File: src/sv/uvs_delay.sv
// Enabled shift line that keeps side data in step with the main pipeline.
// Depends on nothing but its parameters.
`default_nettype none
module uvs_delay #(
  parameter int W = 8,
  parameter int N = 1
) (
  input  wire logic         clk,
  input  wire logic         rst_n,
  input  wire logic         en,
  input  wire logic [W-1:0] d,
  output logic      [W-1:0] q
);
  logic [W-1:0] stage_r [N];

  always_ff @(posedge clk) begin
    if (!rst_n) begin
      for (int i = 0; i < N; i++) stage_r[i] <= '0;
    end else if (en) begin
      stage_r[0] <= d;
      for (int i = 1; i < N; i++) stage_r[i] <= stage_r[i-1];
    end
  end

  assign q = stage_r[N-1];
endmodule
`default_nettype wire

File: config.mk
export PLATFORM = sky130hd
export DESIGN_NAME = uvs_delay
export DESIGN_NICKNAME = d
export VERILOG_FILES = /design/src/sv/uvs_delay.sv
export SDC_FILE = /design/constraint.sdc
export NUM_CORES = 1
export LEC_CHECK = 0
export ABC_AREA = 1
export ABC_CLOCK_PERIOD_IN_PS = 1570
export BUFFER_PORTS_ARGS = -buffer_cell sky130_fd_sc_hd__buf_2
export CAP_MARGIN = 20
export CORE_AREA = 3 3 40 42
export CTS_CLUSTER_DIAMETER = 40
export DETAILED_ROUTE_END_ITERATION = 10
export DIE_AREA = 0 0 43 45
export PLACE_DENSITY_LB_ADDON = 0.15
export SYNTH_ARGS = -nofsm -noshare
export SYNTH_HDL_FRONTEND = slang
export SYNTH_SLANG_ARGS = --single-unit
File: constraint.sdc
create_clock -name clk -period 1.57 [get_ports clk]
set_input_delay 0.157 -clock clk [delete_from_list [all_inputs] [get_ports clk]]
set_output_delay 0.157 -clock clk [all_outputs]
set_load 0.005 [all_outputs]
==> impl_summary.md <==
Pwr
Across the VDD grid, the largest voltage drop is 0.000541 V. The portion of total power attributed to combinational logic is 10.2%. The total power density per cell area is 1030 mW/mm². The fraction of power consumed by the clock network is 33.8%.

For this design the static power due to leakage is 0.245 nW. Summed over all nets, the switching power comes to 0.0944 mW. The portion of total power attributed to sequential cells is 56.0%.

The design draws 0.459 mW. The internal power of the cells is 0.364 mW. The switching share of power is 20.6%.

Worst setup path
The number of buffer and inverter instances along the worst setup path is 1. The required time of the critical path is 1410 ps. Walking the worst path, the cells encountered are buf_2. The worst setup path is captured at an output port.

The worst setup path is of the flop to output port kind. The critical path arrival is 740 ps. The number of cells on the critical path is 1. Along the worst path, the maximum fanout reaches 1. The critical path starts at stage_r[0][5]. The largest stage delay on the critical path is 360 ps. The kind of launch point of the worst setup path is a flop. Grouping stages by cell kind, the critical path spends the most delay in flip-flops. Among all stages on the critical path, the largest delay is contributed by sky130_fd_sc_hd__edfxtp_1.

Yosys
In this run, synthesis produced a sequential element count of 8. The cell area that synthesis handed to floorplanning was 314 µm². Of the synthesized area, sequential elements account for 76.5%. The number of standard cells after synthesis is 27. The average instance in the mapped netlist occupies 11.6 µm².

The number of nets in the synthesized netlist is 38. The total of warnings raised by yosys is 0. Yosys mapped the design onto 5 distinct sky130hd cell types.

Final layout
From synthesis to final layout, the design area changed by 41.8%. The largest registers in the layout are stage_r x8. The number of inserted diodes is 0. Summing all non-filler instances in the final layout gives an area of 445 µm². The library cells used most frequently in the layout, excluding fill and tap cells, are 18 x sky130_fd_sc_hd__buf_2, 9 x sky130_fd_sc_hd__inv_1, 8 x sky130_fd_sc_hd__nor2_1, 8 x sky130_fd_sc_hd__edfxtp_1, 3 x sky130_fd_sc_hd__clkbuf_4. The count of placed standard cells in the final layout, fillers left out is 63. The layout cell share with drive strength beyond 1 is 45.8%. The library cell used most frequently in the layout, excluding fill and tap cells, is sky130_fd_sc_hd__buf_2. The fill cell total of the finished layout is 142.

For this run, the post-layout net count is 61. The register with the most flip-flops in the final layout is stage_r. The register with the most flip-flops in the layout has 8 of them.

Clock tree
The number of levels the H-tree was split into is 1. The longest clock path from root to sink contains 2 buffers. The CTS tree is built. After clock tree synthesis, the clock-pin slew on the worst setup and hold paths is 50 ps. Counting every sink on the clock net gives 8. The root buffer cell is sky130_fd_sc_hd__clkbuf_4. The post-cts resize count is 0. The total setup buffers inserted after CTS is 0. The number of clock buffers inserted by TritonCTS is 3. The cts-stage hold buffer count is 0.

Routing
The highest routing layer actually used is met3. The remaining antenna violation count is 0. The routed via count divided by cell count is 4.02. The detailed-routed wire length on met3 is 94 µm. The DRC violation total after the first TritonRoute iteration is 2. The met1 layer wirelength in the final routing is 174 µm.

The number of DRC violations after detailed routing is 0. For this run, the detailed router's first-pass iteration total came to 2. The routed layout has 253 vias. Summed over all nets, wire length on met2 after detailed routing comes to 332 µm.

The average wire per cell in the routed design is 9.54 µm. The sum of routed wire length over all layers is 601 µm.

STA
The tightest slew margin relative to the limit is 78.1%. Setup violations remaining at the end of the flow were counted as 0. Summed over all failing endpoints, the final setup total negative slack is 0 ps.

Setup repair after global routing left no endpoint under its margin. The total count of hold-check failures in the final report came to 0. The final-report max-slew violation count is 0. Counting I/O delays and the setup requirement, the final critical path takes 901 ps.

After layout, the worst path uses 57.4% of the clock period. The peak clock frequency supported by timing is 1.11 GHz. At the pin with the least slew margin, the transition time is 328 ps.

Run status
The run finished with clean final reports.

Floorplan
The number of I/O pins is 19. After floorplanning, the core was sized to cover 0.00128 mm². The die is 45 µm tall.

Measured along the x axis, the die boundary spans 43 µm. The die covers 0.00194 mm². The number of cell rows is 13.

For this configuration, the core starts out at a cell density of 24.4%.

GRT
The number of global-route vias before repair is 229. The largest net degree at the start of global routing is 9. The sum of overflow across all layers after global routing is 0.

The initial antenna violation count was 0. Across every metal layer, demand over resource in global routing totals 7.43%. The first global-routing pass estimated 952 µm of wire.

Placement
The final weighted congestion in routability-driven placement is 0.584. In this run, placement finished with an instance count of 60. The placed cell area is 423 µm².

The post-detailed-placement half-perimeter wirelength is 499 µm. The number of port buffers is 18.

Run
The number of max-cap violations is 0.

Hold path
The path category of the worst min-delay check is input port to flop. The worst hold path terminates at stage_r[0][3]. The start point of the worst min-delay path is d[3]. The worst hold path passes through 3 cells.
==> per-layer routing <==
metal / global-route usage [%] / vias up
li1: - / 123
met1: 5.51 / 114
met2: 13.2 / 16
met3: 7.57 / 0
met4: 1.81 / 0
met5: 0 / -
==> Yosys cell counts <==
cell type	number	share of area (%)
sky130_fd_sc_hd__edfxtp_1	8	76
sky130_fd_sc_hd__nand2_2	1	2.0
sky130_fd_sc_hd__inv_1	9	11
sky130_fd_sc_hd__nor2_1	8	9.6
sky130_fd_sc_hd__nand2_1	1	1.2
==> cell type report <==
cell class | instances | area, µm² | area share (%)
sequential | 8 | 240 | 53.9
timing repair buffer | 18 | 90.1 | 20.2
multi-input combinational | 10 | 40.0 | 8.99
inverter | 9 | 33.8 | 7.58
clock buffer | 3 | 22.5 | 5.06
tap | 15 | 18.8 | 4.21
==> metrics by stage <==
step / worst slack (ps) / hold WS [ps] / util (%)
global route: 616 / 200 / 34.7
floorplan: 873 / 365 / -
CTS: 649 / 195 / 34.7
detailed placement: 678 / 458 / 32.9
finish: 669 / 204 / 34.7
global placement: 700 / 449 / 32.9
==> power by group through the flow <==
stage	Sequential (mW)	Combinational [mW]	Clock (mW)
global placement	0.261	0.0465	0
detailed placement	0.262	0.0484	0
CTS	0.258	0.0485	0.159
floorplan	0.265	0.0127	0
global route	0.259	0.0534	0.182
finish	0.257	0.0468	0.155
==> worst max path at each step <==
stage	to	slack, ps
floorplan	stage_r[0][0]	870
global placement	stage_r[0][0]	700
detailed placement	stage_r[0][5]	680
CTS	q[5]	650
global route	q[2]	620
finish	q[5]	670
==> cells by family (layout without fill, tap and decap cells) <==
logic type | after synthesis | count (layout) | synth area share, %
simple gates | 10 | 10 | 12.7
flops | 8 | 8 | 76.5
buf+inv | 9 | 30 | 10.8
Power figures use the tool's default switching activity.
