==> src/sv/uvs_pkg.sv <==
// Shared types, constants and tables for the UV-sphere vertex generator.
// Used by every module of the block but uvs_delay; depends on nothing else.
`default_nettype none
package uvs_pkg;

  localparam int MAX_RINGS_DEF     = 256;
  localparam int MAX_SECTORS_DEF   = 256;
  localparam int FRACTION_BITS_DEF = 14;

  localparam int IN_W       = 8;   // ring and sector number width
  localparam int REG_W      = 9;   // count register width
  localparam int CFG_ADDR_W = 1;
  localparam int CNT_W      = 11;  // clamped counts and divisors
  localparam int PHASE_W    = 32;
  localparam int TEX_FRAC   = 16;
  localparam int TEX_W      = TEX_FRAC + 1;
  localparam int POS_W      = 16;
  localparam int IDX_W      = 16;

  localparam int IN_TDATA_W  = 16;
  localparam int OUT_TDATA_W = 152;
  localparam int OUT_TUSER_W = 2;

  localparam int          CORDIC_STEPS = 30;
  localparam logic [30:0] HALF_PI_Q30  = 31'd1686629713;
  localparam logic [31:0] CORDIC_START = 32'd652032874;

  localparam logic [31:0] ATAN_Q30 [CORDIC_STEPS] = '{
    32'd843314857, 32'd497837829, 32'd263043837, 32'd133525159, 32'd67021687,
    32'd33543516, 32'd16775851, 32'd8388437, 32'd4194283, 32'd2097149,
    32'd1048576, 32'd524288, 32'd262144, 32'd131072, 32'd65536, 32'd32768,
    32'd16384, 32'd8192, 32'd4096, 32'd2048, 32'd1024, 32'd512, 32'd256,
    32'd128, 32'd64, 32'd32, 32'd16, 32'd8, 32'd4, 32'd2
  };

  typedef enum logic [CFG_ADDR_W-1:0] {
    REG_RING_COUNT   = 1'b0,
    REG_SECTOR_COUNT = 1'b1
  } cfg_reg_t;

  // Index and flag results, worked out early and carried to the output.
  typedef struct packed {
    logic             err;
    logic             quad;
    logic [IDX_W-1:0] idx;
    logic [IDX_W-1:0] right;
    logic [IDX_W-1:0] diag;
    logic [IDX_W-1:0] below;
  } side_t;

endpackage
`default_nettype wire

==> src/sv/uvs_div.sv <==
// Pipelined restoring divider, one quotient bit per stage, for (x*2^K + o) / d
// with x no greater than d. Uses uvs_pkg.
`default_nettype none
module uvs_div #(
  parameter int K = 32
) (
  input  wire logic                       clk,
  input  wire logic                       en,
  input  wire logic [uvs_pkg::IN_W-1:0]   x,
  input  wire logic [uvs_pkg::CNT_W-1:0]  d,
  input  wire logic [K-1:0]               o,
  output logic      [K:0]                 q
);
  import uvs_pkg::*;

  logic [CNT_W-1:0] rem_r [K+1];
  logic [CNT_W-1:0] d_r   [K+1];
  logic [K-1:0]     o_r   [K+1];
  logic [K:0]       q_r   [K+1];
  logic             top;

  // Whole part of the quotient is one bit; the user keeps x <= d, unenforced.
  assign top = CNT_W'(x) >= d;

  always_ff @(posedge clk) begin
    if (en) begin
      rem_r[0] <= top ? CNT_W'(x) - d : CNT_W'(x);
      q_r[0]   <= {top, {K{1'b0}}};
      d_r[0]   <= d;
      o_r[0]   <= o;
    end
  end

  for (genvar i = 0; i < K; i++) begin : g_step
    logic [CNT_W:0] t;
    logic           ge;
    assign t  = {rem_r[i], o_r[i][K-1-i]};
    assign ge = t >= {1'b0, d_r[i]};
    always_ff @(posedge clk) begin
      if (en) begin
        rem_r[i+1] <= ge ? CNT_W'(t - {1'b0, d_r[i]}) : CNT_W'(t);
        q_r[i+1]   <= q_r[i] | ({{K{1'b0}}, ge} << (K-1-i));
        d_r[i+1]   <= d_r[i];
        o_r[i+1]   <= o_r[i];
      end
    end
  end

  assign q = q_r[K];
endmodule
`default_nettype wire

==> config.mk <==
export PLATFORM = sky130hd
export DESIGN_NAME = uvs_div
export DESIGN_NICKNAME = d
export VERILOG_FILES = /design/src/sv/uvs_pkg.sv /design/src/sv/uvs_div.sv
export SDC_FILE = /design/constraint.sdc
export NUM_CORES = 2
export LEC_CHECK = 0
export ABC_AREA = 1
export BUFFER_PORTS_ARGS = -buffer_cell sky130_fd_sc_hd__buf_2
export CORE_MARGIN = 3
export CORE_UTILIZATION = 50
export CTS_CLUSTER_SIZE = 25
export DETAILED_ROUTE_END_ITERATION = 12
export GPL_ROUTABILITY_DRIVEN = 0
export HOLD_SLACK_MARGIN = 0.02
export PLACE_DENSITY = 0.65
export SYNTH_ARGS = -nofsm -noshare
export SYNTH_HDL_FRONTEND = slang
export SYNTH_SLANG_ARGS = --single-unit
==> constraint.sdc <==
create_clock -name clk -period 5.01 [get_ports clk]
set_clock_uncertainty 0.2 [all_clocks]
set_input_delay 0.2505 -clock clk [delete_from_list [all_inputs] [get_ports clk]]
set_output_delay 0.2505 -clock clk [all_outputs]
set_load 0.01 [all_outputs]
==> run metrics <==
status=finished, final reports clean; Mapped Nets=7,566; min-delay src=d[10]; worst r2r src=d_r[0][62]; CTS clk-pin slew, worst paths=60 ps; flop2flop setup slack=2560 ps; commonest non-fill, non-tap cell in the layout=edfxtp_1; number of I/O pins=86; CP arrival=3180 ps; std cell rows=150; largest net degree at the start of global routing=187; Total Power=0.0518 W; Post-Syn Area=84,300 um2; ant diodes=0; Synth area leader=edfxtp_1; MaxCap Viol Count=0; WHS Path Cells=4; post-DP HPWL=104,000 um; dpl ws=2560 ps; top-area cell type share of the netlist area=0.639; Total Die Area=174,000 um2; WHS Endpoint=rem_r[0][10]; Synth area leaders=edfxtp_1 (64%), nand2_1 (7.9%), ha_1 (5.3%); DRC Markers=0; Post-CTS Setup Bufs=0; P&R area growth vs syn=11.3%; commonest non-fill, non-tap cells in the layout=edfxtp_1 (1,793), nand2_1 (1,782), inv_1 (1,140); vias in the first global route=48.9k; worst slew pin tran=1030 ps; Total Wirelength=149,000 um; layout cell share with drive strength beyond 1=0.150; Synth Area per Inst=11.8 um2; Antenna Nets Post-Route=0; post-synth cell types=34; WP data required=5370 ps; cell count after synthesis=7,121; crit start category=input port; core area=167,000 um2; reg2reg path depth=10; nets=7,873; clock tree sinks=1,793; Max FO, Critical Path=9; total grt overflow=0; Worst Setup Path Type=input port to flop; gr usage total=0.173; height of the die=417 um; register bit total from synthesis=1,793; Reg2Reg Capture Point=rem_r[0][67]; RSZ-0062 raised after global routing=no; final max-slew violation count=0; CTS tree=done; via/cell ratio=5.06; Final setup viols=0; Vias=49.5k; Root Driver=clkbuf_16; PwrDens=552 nW/um2; initial DRC count=3,773; Peak VDD IR=0.350 mV; clock period minus final worst setup slack=2820 ps; smallest hold slack=166 ps; # H-tree levels=4; Seq/Total Area, Yosys=0.639; first-pass GRT wire length=246,000 um; Max-slew headroom=0.313; Worst Hold Class=input port to flop; final hold violations=0; DR WL/cell=15.3 um; Die X-Extent=417 um; critical path endpoint category=flop; fin worst setup slack=2190 ps; Fin Setup TNS=0 ps; Pre-antenna DRT Iters=6; port buffer count=85; part of the cycle the worst path needs=0.563; Starting Density=0.504; Synth Warn #=0; Worst-Skew Late Latency=810 ps; Fmax=0.355 GHz; initial antenna violation count=0; cts bufs inserted=185; Leakage=39.6 nW; Clock Path Buffers=3
state kept, by name (all words and copies together) (netlist names):
signal and cells:
rem_r 352, o_r 528, d_r 352, q_r 561
kinds of logic (layout without fill, tap and decap cells):
| logic type | count (synthesis) | after routing | synth area share |
|---|---|---|---|
| DFF | 1793 | 1793 | 0.639 |
| buffers and inverters | 1286 | 1746 | 0.0652 |
| adders and majority gates | 392 | 392 | 0.0610 |
| xor gates and xnor gates | 96 | 96 | 0.00997 |
| and+or+nand+nor | 3262 | 3262 | 0.202 |
| AOI/OAI and AO/OA | 292 | 292 | 0.0231 |
worst max-delay path by stage:
stage,cells past startpoint,endpoint,slack [ps],from
after global routing,11,rem_r[0][4],2130,d[5]
final,11,rem_r[0][4],2190,d[3]
after floorplan,9,rem_r[0][244],2930,d_r[0][231]
after CTS,10,rem_r[0][4],2400,x[7]
after global placement,8,rem_r[0][132],2630,d_r[0][121]
after detailed placement,10,rem_r[0][11],2560,o_r[0][31]
synthesized netlist by cell type (all sizes together):
library cell,number
a21boi,1
a21oi,132
and2,31
buf,95
edfxtp,1793
fa,32
ha,360
inv,1191
nand2,1920
nand3,477
nand3b,124
nand4,321
nor2,355
nor3,2
o21a,1
o21ai,158
or2,32
xnor2,32
xor2,64
final cells by class:
cell class	count	area, um2
Inverter	1191	4470
Timing Repair Buffer	215	1780
Multi-Input combinational cell	4042	25000
Fill cell	13764	73600
Sequential cell	1793	53800
Clock buffer	215	4760
Clock inverter	125	1260
Tap cell	2204	2760
layer usage:
metal	wire length [um]	GRT usage	vias to the layer above
li1	-	-	24773
met5	0	0	-
met2	70900	0.285	987
met4	4850	0.0645	0
met1	67500	0.231	23453
met3	6180	0.0281	315
what timing repair did:
| action | CTS | global route |
|---|---|---|
| resized for setup | 0 | 0 |
| endpoints found under the hold margin | 205 | 0 |
| hold buffers | 105 | 0 |
critical path, stage by stage:
cell and delay [ps]:
dlygate4sd3_1 520, buf_2 120, inv_1 40, ha_1 330
nand2_1 120, nor2_1 270, nand3_4 200, nand4_1 150
dlygate4sd3_1 570, nand2_1 60, dlygate4sd3_1 550
where the power goes:
part	switching (W)	total [W]	internal [W]
clock	0.00578	0.0134	0.00766
sequential	0.00135	0.0211	0.0198
combinational	0.0110	0.0172	0.00624
total	0.0181	0.0518	0.0337
through the flow:
stage	instances	utilization	cell area (um2)
2_1_floorplan	7121	-	84300
5_1_grt	9785	0.561	93800
3_3_place_gp	9340	0.518	86800
4_1_cts	9785	0.561	93800
3_5_place_dp	9340	0.518	86800
6_report	9785	0.561	93800
No activity file was read; power rests on OpenSTA's default activity.
